===== config.mk =====
export PLATFORM = sky130hd
export DESIGN_NAME = thrust_allocation_mixer
export DESIGN_NICKNAME = d
export VERILOG_FILES = /design/src/rtl/thrmix_pkg.sv /design/src/rtl/thrmix_scale.sv /design/src/rtl/thrmix_row.sv /design/src/rtl/thrust_allocation_mixer.sv
export SDC_FILE = /design/constraint.sdc
export NUM_CORES = 2
export LEC_CHECK = 0
export ABC_AREA = 1
export BUFFER_PORTS_ARGS = -buffer_cell sky130_fd_sc_hd__buf_2
export CAP_MARGIN = 20
export CORE_ASPECT_RATIO = 1.4
export CORE_MARGIN = 8
export CORE_UTILIZATION = 42
export CTS_CLUSTER_DIAMETER = 30
export DETAILED_ROUTE_END_ITERATION = 6
export GPL_ROUTABILITY_DRIVEN = 1
export PLACE_DENSITY = 0.7
export REMOVE_ABC_BUFFERS = 1
export SYNTH_ARGS = -nofsm -noshare
export SYNTH_HDL_FRONTEND = slang
export SYNTH_SLANG_ARGS = --single-unit

===== constraint.sdc =====
create_clock -name clk -period 34.2 [get_ports clk]
set_input_delay 1.71 -clock clk [delete_from_list [all_inputs] [get_ports clk]]
set_output_delay 1.71 -clock clk [all_outputs]
set_load 0.005 [all_outputs]

===== src/rtl/thrmix_pkg.sv =====
// Shared constants, coefficient ROM and pipeline control types of the thrust mixer.
`default_nettype none

package thrmix_pkg;

	// Field geometry
	localparam int AXES     = 6;
	localparam int NUM_ROWS = 8;
	localparam int AXIS_W   = 16;
	localparam int SPEED_W  = 8;

	// Defaults for the top-level parameters
	localparam int NUM_THRUSTERS_DEF  = 8;
	localparam int COEF_FRAC_BITS_DEF = 14;

	// Divide-by-255 window: at or above this integer value the speed saturates at 127
	localparam int DIV_LIM  = 32640;
	localparam int DIV_IN_W = 15;
	localparam logic [6:0] SPEED_MAX = 7'd127;

	// Decimal coefficients in units of 1e-8, axis order march, lag, depth, yaw, roll, pitch
	localparam longint DEC_SCALE = 64'd100000000;
	localparam longint COEF_DEC [NUM_ROWS][AXES] = '{
		'{-20411490, -25000000,  35350677,  100000000,  100000000, -618060},
		'{-20411490,  25000000,  35350670, -100000000, -100000000, -618060},
		'{ 20411490, -25000000,  35350670, -100000000, -100000000, -618060},
		'{ 20411490,  25000000,  35350677,  100000000,  100000000, -618060},
		'{-20411496, -25000000, -35350677,  100000000,  100000000, -618060},
		'{-20411496,  25000000, -35350670, -100000000, -100000000, -618060},
		'{ 20411490,  25000000, -35350677,  100000000,  100000000,  618065},
		'{ 20411496, -25000000, -35350670, -100000000, -100000000, -618060}
	};

	// Rows whose weighted sum is negated (thrusters 0 and 5)
	localparam logic [NUM_ROWS-1:0] ROW_NEG = 8'b0010_0001;

	// Pipeline advance strobes handed to each thruster row
	typedef struct packed {
		logic ld_s2;
		logic ld_s3;
	} thrmix_adv_t;

	// Round a decimal coefficient to the fixed-point grid, ties away from zero
	function automatic longint coef_fixed(input int row, input int axis, input int frac);
		longint d;
		longint mag;
		longint q;
		d   = COEF_DEC[row][axis];
		mag = (d < 0) ? -d : d;
		q   = (mag * (longint'(1) << frac) + DEC_SCALE / 2) / DEC_SCALE;
		return (d < 0) ? -q : q;
	endfunction

endpackage

`default_nettype wire


===== src/rtl/thrmix_scale.sv =====
// Scale a row sum to a thruster speed: truncate, divide by 255, clamp to +/-127.
`default_nettype none

module thrmix_scale #(
	parameter int SUM_W          = 37,
	parameter int COEF_FRAC_BITS = thrmix_pkg::COEF_FRAC_BITS_DEF
) (
	input  logic signed [SUM_W-1:0]                 sum,
	output logic signed [thrmix_pkg::SPEED_W-1:0]   speed
);
	import thrmix_pkg::*;

	localparam int SH_W = SUM_W - COEF_FRAC_BITS;

	logic             neg;
	logic [SUM_W-1:0] mag;
	logic [SH_W-1:0]  whole;
	logic [DIV_IN_W-1:0] x;
	logic [15:0]      acc;
	logic             sat;
	logic [6:0]       q;

	// Take magnitude, drop fraction bits (toward zero)
	assign neg   = sum[SUM_W-1];
	assign mag   = neg ? SUM_W'(-sum) : SUM_W'(sum);
	assign whole = mag[SUM_W-1:COEF_FRAC_BITS];

	// x / 255 == (x + (x >> 8) + 1) >> 8 for x below 2^16 - 1
	assign x   = whole[DIV_IN_W-1:0];
	assign acc = 16'(x) + 16'(x >> 8) + 16'd1;
	assign sat = (whole >= SH_W'(DIV_LIM));
	assign q   = sat ? SPEED_MAX : acc[14:8];

	// Restore sign
	assign speed = neg ? -SPEED_W'(q) : SPEED_W'(q);

endmodule

`default_nettype wire


===== src/rtl/thrmix_row.sv =====
// One thruster row: six coefficient products, row sum with sign, and scaling.
`default_nettype none

module thrmix_row #(
	parameter int ROW            = 0,
	parameter int COEF_FRAC_BITS = thrmix_pkg::COEF_FRAC_BITS_DEF
) (
	input  logic                                      clk,
	input  thrmix_pkg::thrmix_adv_t                   adv,
	input  logic signed [thrmix_pkg::AXIS_W-1:0]      axis_s1 [thrmix_pkg::AXES],
	output logic signed [thrmix_pkg::SPEED_W-1:0]     speed
);
	import thrmix_pkg::*;

	localparam int   COEF_W = COEF_FRAC_BITS + 2;
	localparam int   PROD_W = AXIS_W + COEF_W;
	localparam int   SUM_W  = PROD_W + 3;
	localparam logic NEG    = ROW_NEG[ROW];

	logic signed [PROD_W-1:0] prod_s2 [AXES];
	logic signed [SUM_W-1:0]  sum_c;
	logic signed [SUM_W-1:0]  sum_s3;

	// Multiply each selected axis by its ROM coefficient
	for (genvar a = 0; a < AXES; a++) begin : g_mul
		localparam logic signed [COEF_W-1:0] COEF =
			COEF_W'(coef_fixed(ROW, a, COEF_FRAC_BITS));
		always_ff @(posedge clk) begin
			if (adv.ld_s2) begin
				prod_s2[a] <= PROD_W'(axis_s1[a]) * PROD_W'(COEF);
			end
		end
	end

	// Add the six products, negate on flagged rows
	always_comb begin
		sum_c = '0;
		for (int a = 0; a < AXES; a++) begin
			sum_c = sum_c + SUM_W'(prod_s2[a]);
		end
		if (NEG) begin
			sum_c = -sum_c;
		end
	end

	always_ff @(posedge clk) begin
		if (adv.ld_s3) begin
			sum_s3 <= sum_c;
		end
	end

	thrmix_scale #(
		.SUM_W          (SUM_W),
		.COEF_FRAC_BITS (COEF_FRAC_BITS)
	) u_scale (
		.sum   (sum_s3),
		.speed (speed)
	);

endmodule

`default_nettype wire


===== src/rtl/thrust_allocation_mixer.sv =====
// Top level of the thrust mixer: source select, row pipeline, output register.
//
//  channel   direction  handshake           beat
//  cfg       in         cfg_valid/ready     axis_source_mask (cfg_data)
//  in        in         in_valid/in_stall   joy_* and stabil_* axis commands
//  out       out        out_valid/out_stall speed_* thruster commands
//
// Four register stages: axis select, products, row sum, scaled speeds.
// One beat per cycle is sustained while out_stall is low.
// Reset clears the mask and all valid flags; payload registers are not reset.
// A stall on the output fills the stages behind it; in_stall rises only when all
// four stages hold a beat. cfg_ready is always high.
`default_nettype none

module thrust_allocation_mixer #(
	parameter int NUM_THRUSTERS  = thrmix_pkg::NUM_THRUSTERS_DEF,
	parameter int COEF_FRAC_BITS = thrmix_pkg::COEF_FRAC_BITS_DEF
) (
	input  logic        clk,
	input  logic        arst_n,

	input  logic        cfg_valid,
	output logic        cfg_ready,
	input  logic [5:0]  cfg_data,

	input  logic        in_valid,
	output logic        in_stall,
	input  logic signed [15:0] joy_march,
	input  logic signed [15:0] joy_lag,
	input  logic signed [15:0] joy_depth,
	input  logic signed [15:0] joy_yaw,
	input  logic signed [15:0] joy_roll,
	input  logic signed [15:0] joy_pitch,
	input  logic signed [15:0] stabil_march,
	input  logic signed [15:0] stabil_lag,
	input  logic signed [15:0] stabil_depth,
	input  logic signed [15:0] stabil_yaw,
	input  logic signed [15:0] stabil_roll,
	input  logic signed [15:0] stabil_pitch,

	output logic        out_valid,
	input  logic        out_stall,
	output logic signed [7:0] speed_fdr,
	output logic signed [7:0] speed_fdl,
	output logic signed [7:0] speed_bdr,
	output logic signed [7:0] speed_bdl,
	output logic signed [7:0] speed_fur,
	output logic signed [7:0] speed_ful,
	output logic signed [7:0] speed_bur,
	output logic signed [7:0] speed_bul
);
	import thrmix_pkg::*;

	logic [AXES-1:0]            mask_q;
	logic signed [AXIS_W-1:0]   joy  [AXES];
	logic signed [AXIS_W-1:0]   stab [AXES];
	logic signed [AXIS_W-1:0]   axis_s1 [AXES];
	logic signed [SPEED_W-1:0]  speed_c [NUM_ROWS];
	logic signed [SPEED_W-1:0]  speed_q [NUM_ROWS];

	logic valid_s1, valid_s2, valid_s3, out_valid_q;
	logic free_s1, free_s2, free_s3, free_out;
	logic ld_s1, ld_out;
	thrmix_adv_t adv;

	// Configuration register
	assign cfg_ready = 1'b1;

	always_ff @(posedge clk or negedge arst_n) begin
		if (!arst_n) begin
			mask_q <= '0;
		end else if (cfg_valid && cfg_ready) begin
			mask_q <= cfg_data;
		end
	end

	// Stage occupancy and advance
	assign free_out = !out_valid_q || !out_stall;
	assign free_s3  = !valid_s3 || free_out;
	assign free_s2  = !valid_s2 || free_s3;
	assign free_s1  = !valid_s1 || free_s2;
	assign in_stall = !free_s1;

	assign ld_s1      = in_valid && free_s1;
	assign adv.ld_s2  = valid_s1 && free_s2;
	assign adv.ld_s3  = valid_s2 && free_s3;
	assign ld_out     = valid_s3 && free_out;

	always_ff @(posedge clk or negedge arst_n) begin
		if (!arst_n) begin
			valid_s1    <= 1'b0;
			valid_s2    <= 1'b0;
			valid_s3    <= 1'b0;
			out_valid_q <= 1'b0;
		end else begin
			if (free_s1)  valid_s1    <= in_valid;
			if (free_s2)  valid_s2    <= valid_s1;
			if (free_s3)  valid_s3    <= valid_s2;
			if (free_out) out_valid_q <= valid_s3;
		end
	end

	// Gather axis fields in mask bit order
	assign joy[0]  = joy_march;
	assign joy[1]  = joy_lag;
	assign joy[2]  = joy_depth;
	assign joy[3]  = joy_yaw;
	assign joy[4]  = joy_roll;
	assign joy[5]  = joy_pitch;
	assign stab[0] = stabil_march;
	assign stab[1] = stabil_lag;
	assign stab[2] = stabil_depth;
	assign stab[3] = stabil_yaw;
	assign stab[4] = stabil_roll;
	assign stab[5] = stabil_pitch;

	// Pick stabilizer or joystick per axis
	always_ff @(posedge clk) begin
		if (ld_s1) begin
			for (int a = 0; a < AXES; a++) begin
				axis_s1[a] <= mask_q[a] ? stab[a] : joy[a];
			end
		end
	end

	// Thruster rows; rows past the fitted count read zero
	for (genvar r = 0; r < NUM_ROWS; r++) begin : g_row
		if (r < NUM_THRUSTERS) begin : g_used
			thrmix_row #(
				.ROW            (r),
				.COEF_FRAC_BITS (COEF_FRAC_BITS)
			) u_row (
				.clk     (clk),
				.adv     (adv),
				.axis_s1 (axis_s1),
				.speed   (speed_c[r])
			);
		end else begin : g_unused
			assign speed_c[r] = '0;
		end
	end

	// Output register
	always_ff @(posedge clk) begin
		if (ld_out) begin
			for (int r = 0; r < NUM_ROWS; r++) begin
				speed_q[r] <= speed_c[r];
			end
		end
	end

	assign out_valid = out_valid_q;
	assign speed_fdr = speed_q[0];
	assign speed_fdl = speed_q[1];
	assign speed_bdr = speed_q[2];
	assign speed_bdl = speed_q[3];
	assign speed_fur = speed_q[4];
	assign speed_ful = speed_q[5];
	assign speed_bur = speed_q[6];
	assign speed_bul = speed_q[7];

endmodule

`default_nettype wire


Word level (Yosys, flattened, before mapping)
Memories as Yosys holds them, arrays and structs flattened.
Index checks and enable logic that the tools add are counted.

storage, ports and cells
  flip-flop bits (word level) = 386
  bits in writable memories = 1,600
  logic and storage cells = 167
  output and inout bits = 67
  memories = 9

memories
  memory                         words  width  read ports  clocked after memory_dff  write ports  RTL line          source
  g_row[0].g_used.u_row.prod_s2  6      32     6           0                         6            thrmix_row.sv:20  logic signed [PROD_W-1:0] prod_s2 [AXES];
  g_row[1].g_used.u_row.prod_s2  6      32     6           0                         6            thrmix_row.sv:20
  g_row[2].g_used.u_row.prod_s2  6      32     6           0                         6            thrmix_row.sv:20
  g_row[3].g_used.u_row.prod_s2  6      32     6           0                         6            thrmix_row.sv:20
  g_row[4].g_used.u_row.prod_s2  6      32     6           0                         6            thrmix_row.sv:20
  g_row[5].g_used.u_row.prod_s2  6      32     6           0                         6            thrmix_row.sv:20
  3 more memories                -      -      -           -                         -            -

operators by class
  order comparisons = 8
  add/sub/neg operators = 77
  multipliers = 6
  reductions and logical operators = 14
  mux-type cells = 34

operators by type and width
  operator                                                                                count
  35-bit by 32-bit adder with 35-bit output                                               24
  35-bit negator                                                                          10
  35-bit two-way mux                                                                      8
  33-bit by 32-bit adder with 34-bit output                                               8
  32-bit by 32-bit adder with 33-bit output                                               8
  21-bit by 15-bit greater-or-equal comparator with 1-bit output (second input constant)  8
  15-bit by 1-bit adder with 15-bit output (second input constant)                        8
  15-bit by 7-bit adder with 15-bit output                                                8
  16-bit by 9-bit multiplier with 25-bit output (second input constant)                   4
  16-bit two-way mux                                                                      6
  8-bit two-way mux                                                                       8
  7-bit negator with 8-bit output                                                         8
  7-bit two-way mux                                                                       8
  16-bit by 8-bit multiplier with 24-bit output (second input constant)                   2
  16-bit negator with 18-bit output                                                       2
  16-bit negator with 20-bit output                                                       1
  1-bit logical NOT                                                                       6
  1-bit logical AND                                                                       4
  1-bit logical OR                                                                        4
  1-bit two-way mux                                                                       4

Depth between registers and ports, before layout
  word-level depth = 7
  mapped depth = 31

Cells and area by module
From an unflattened synthesis, not the netlist that was laid out.

second synthesis, totals
  cell total of the unflattened synthesis = 19,524
  area, all modules = 167,320.5 µm²

by module, submodules not included
  module                                            times used  area an instance (µm²)  cells each
  thrmix_row (g_row[5].g_used.u_row)                1           20,256.9                2,306
  thrmix_row (g_row[0].g_used.u_row)                1           19,522.5                2,205
  thrmix_row (g_row[1].g_used.u_row)                1           18,859.3                2,054
  thrmix_row (g_row[7].g_used.u_row)                1           18,854.3                2,098
  thrmix_row (g_row[4].g_used.u_row)                1           18,839.3                2,029
  thrmix_row (g_row[2].g_used.u_row)                1           18,710.4                2,135
  thrmix_row (g_row[3].g_used.u_row)                1           17,177.7                1,936
  thrmix_row (g_row[6].g_used.u_row)                1           16,851.2                1,835
  thrmix_scale (g_row[0].g_used.u_row.u_scale ...)  7           1,446.4                 300
  thrust_allocation_mixer                           1           6,588.8                 514
  thrmix_scale (g_row[7].g_used.u_row.u_scale)      1           1,535.2                 312

Worst setup path before layout
No wires, ideal clock.

  kind = input-to-reg
  from = in out_stall
  to = mem g_row[1].g_used.u_row.prod_s2[0][10] (netlist name) (enable)
  cell stages on the path = 5
  data arrival time = 12,223 ps
  path slack = 21,114 ps
  required time = 33,337 ps
  path through = nand2_1 -> nor2_1 -> inv_1 -> nor2_1 -> nor2_1

RTL lines
  item                RTL line                       source
  start: declaration  thrust_allocation_mixer.sv:42  input logic out_stall,
  end: declaration    thrmix_row.sv:20

==> run_results.csv <==
group,metric,value,unit
cts,cts_sinks,658,
detailed_routing,wl_per_cell,23.4,um
detailed_routing,dr.first_iter.drc_count,3899,
sta,max_slew_margin,24.4,%
floorplan,start_util,42.2,%
synthesis,synth_seq_cells,658,
layout,fin_nets,11700,
sta,rsz0062_at_grt,"false",
detailed_routing,route.detailed.drc,0,
synthesis,synth_seq_area_share,24.7,%
cts,htree_levels,4,
detailed_routing,routed_via_density,5.29,
cts,cts_hold_buf,0,
place,gp_congestion,1.06,
worst_setup_path,r2r-start,"g_row[4].g_used.u_row.prod_s2[1][12]$_DFFE_PP_",
cts,cts_buffer_depth,4,
worst_setup_path,cp.arrival,7420,ps
grt,grt_max_degree,175,
layout,area_growth,11.9,%
sta,finalCritPeriodShare,20.0,%
grt,grt-ovfl-total,0,
synthesis,synth_edf_count,648,
sta,worst-slew-pin-transition,1130,ps
layout,fillers,18200,
cts,cts_resized,0,
sta,drv_slew,0,
grt,grtUsageTotal,27.8,%
worst_setup_path,cp.required,34780,ps
status,outcome,"completed",
layout,drive_gt1_share,6.77,%
worst_hold_path,holdPathEnd,"g_row[6].g_used.u_row.sum_s3[1]$_DFFE_PP_",
synthesis,syn_area_per_cell,8.47,um^2
detailed_routing,ant_nets,0,
synthesis,synth.distinct_cells,62,
grt,grt_pass1_vias,67100,
floorplan,fp.dieArea,204000,um^2
sta,setup_violations,0,
synthesis,synthesis.area,79800,um^2
cts,clk_pin_slew_worst_paths,50,ps
synthesis,synthArstFlopShare,1.52,%
worst_hold_path,hold_depth,0,
floorplan,die_h,532,um
sta,hold_viol_final,0,
worst_setup_path,start_kind,"register",
synthesis,syn_inst,9421,
cts,postCtsSetupRepairBufs,0,
sta,fin_crit,6840,ps
cts,cts_tree,"done",
worst_hold_path,hold_class,"reg -> reg",
sta,fmax,0.146,GHz
sta,skew,78.1,ps
place,dp_hpwl,254000,um
floorplan,die_width,384,um
sta,fin_setup_tns,0,ps
floorplan,rows,189,
synthesis,yosys_warnings,0,
grt,grt_first_pass_wirelength,422000,um
detailed_routing,dr.pass1.iters,7,
cts,clk-insertion-delay-late,830,ps
cts,root_buffer,"clkbuf_16",
cts,cts_inserted_buffers,148,
worst_setup_path,end_kind,"register",
worst_setup_path,worstSetupPathType,"reg -> reg",
worst_setup_path,r2r_end,"g_row[0].g_used.u_row.sum_s3[34]$_DFFE_PP_",
detailed_routing,via_count,65700,
place,port_buffers,268,
worst_hold_path,hold_path.startpoint,"g_row[6].g_used.u_row.prod_s2[5][1]$_DFFE_PP_",
detailed_routing,wirelength,290000,um
floorplan,io_pins,270,
worst_setup_path,ff2ff_setup_slack,27360,ps
run,cap_violations,0,
floorplan,coreArea,189000,um^2
worst_setup_path,r2r_cells,22,
grt,antenna_found_initial,13,
worst_setup_path,critical_path.max_fanout,5,
synthesis,synth_flop_cell,"edfxtp_1",
## logic make-up (layout without fill, tap and decap cells)
family                   Yosys count  count (layout)  synth area share [%]
AO/OA/AOI/OAI                   1289            1289                  8.97
XOR/XNOR                         659             659                  7.26
adder cells (fa/ha/maj)         1705            1705                  33.0
buffers and inverters           1739            2251                  8.23
flip-flops                       658             658                  24.7
other                              1               2               0.00470
AND/OR/NAND/NOR                 3370            3370                  17.8
## layout by cell type (no fill, tap or decap), types with 28 or more instances in the layout
master / n
nand2_1: 1831
inv_1: 1666
ha_1: 1038
nor2_1: 708
fa_1: 667
edfxtp_1: 648
a21oi_1: 639
nand3_1: 469
xor2_1: 434
o21ai_0: 346
buf_2: 269
xnor2_1: 223
clkbuf_16: 152
nor3_1: 89
nand4_1: 81
a31oi_1: 52
nand3b_1: 42
buf_4: 41
nand2_2: 33
a21o_1: 32
a21boi_0: 32
nor4_1: 30
o21bai_1: 28
## per-stage QoR
step           instances  setup WS (ps)  cell area (um^2)  utilization (%)  hold slack, ps
5_1_grt            12400          27050             89300             47.2             422
3_5_place_dp       12200          27530             84400             44.6             405
4_1_cts            12400          27510             89300             47.2             418
2_1_floorplan       9365          21110             79600                -             400
6_report           12400          27360             89300             47.2             419
3_3_place_gp       12200          27580             84400             44.6             406
## worst max path at each step
| stage | from | end | slack, ps | cells after the start |
|---|---|---|---|---|
| floorplan | out_stall | g_row[1].g_used.u_row.prod_s2[0][10]$_DFFE_PP_ | 21110 | 5 |
| global placement | g_row[4].g_used.u_row.prod_s2[1][12]$_DFFE_PP_ | g_row[0].g_used.u_row.sum_s3[34]$_DFFE_PP_ | 27580 | 22 |
| detailed placement | g_row[4].g_used.u_row.prod_s2[1][12]$_DFFE_PP_ | g_row[0].g_used.u_row.sum_s3[34]$_DFFE_PP_ | 27530 | 22 |
| CTS | g_row[4].g_used.u_row.prod_s2[1][12]$_DFFE_PP_ | g_row[0].g_used.u_row.sum_s3[34]$_DFFE_PP_ | 27510 | 22 |
| global route | g_row[4].g_used.u_row.prod_s2[1][12]$_DFFE_PP_ | g_row[0].g_used.u_row.sum_s3[34]$_DFFE_PP_ | 27050 | 22 |
| finish | g_row[4].g_used.u_row.prod_s2[1][12]$_DFFE_PP_ | g_row[0].g_used.u_row.sum_s3[34]$_DFFE_PP_ | 27360 | 22 |
## Yosys cell counts (all sizes together), types with 6 or more instances
master	instances	area share (%)
a211oi	19	0.18
a21boi	35	0.33
a21o	32	0.30
a21oi	640	4.0
a221oi	7	0.077
a31oi	52	0.41
buf	15	0.11
clkbuf	41	0.21
dfrtp	10	0.31
edfxtp	648	24
fa	667	17
ha	1038	16
inv	1683	7.9
nand2	1869	8.9
nand3	483	3.1
nand3b	42	0.40
nand4	82	0.65
nor2	746	3.7
nor3	89	0.56
nor3b	6	0.056
nor4	30	0.24
o211ai	25	0.24
o21a	23	0.22
o21ai	366	2.3
o21bai	28	0.26
o221ai	20	0.22
o31ai	24	0.23
or2	14	0.11
xnor2	223	2.4
xor2	436	4.8
## registers in the layout, summed over array words and instances (netlist names)
name,count
g_row.g_used.u_row.prod_s2,246
g_row.g_used.u_row.sum_s3,242
axis_s1,96
speed_q,64
mask_q,6
out_valid,1
valid_s1,1
valid_s2,1
valid_s3,1
## layer usage
layer  wire [um]  vias up  global-route usage [%]
li1            -    31700                       -
met1      109000    31500                    30.9
met2      142000     1877                    48.6
met3       12500      660                    3.15
met4       27000        2                    20.7
met5          13        -                       0
## critical path, stage by stage, from the launching register on
cell and delay, ps:
edfxtp_1 520, fa_1 530, ha_1 370, nand2_1 100, o21ai_1 460, a21oi_1 180
o21ai_0 780, a21boi_0 420, o21ai_0 380, xor2_1 260, fa_1 450, inv_1 70
ha_1 230, ha_1 370, nand2_1 90, nor2_1 110, inv_1 50, o21ai_0 320
a21boi_0 230, o21ai_0 410, a21oi_1 130, nand2_1 100, nand2_1 60
## cell type report
| cell class | count | area [um^2] | share of cell area, % |
|---|---|---|---|
| multi-input cells | 7024 | 53600 | 60.0 |
| flip-flops and latches | 658 | 19700 | 22.1 |
| inverters | 1683 | 6320 | 7.08 |
| clock buffers | 159 | 3830 | 4.29 |
| well taps | 2483 | 3110 | 3.48 |
| repair buffers | 311 | 1670 | 1.87 |
| clock inverters | 98 | 1110 | 1.24 |
| diodes | 1 | 2.50 | 0.00280 |
Power is left out: the tool's default activity adds up to more than one toggle a clock period on the data nets, which glitch-free logic cannot reach.
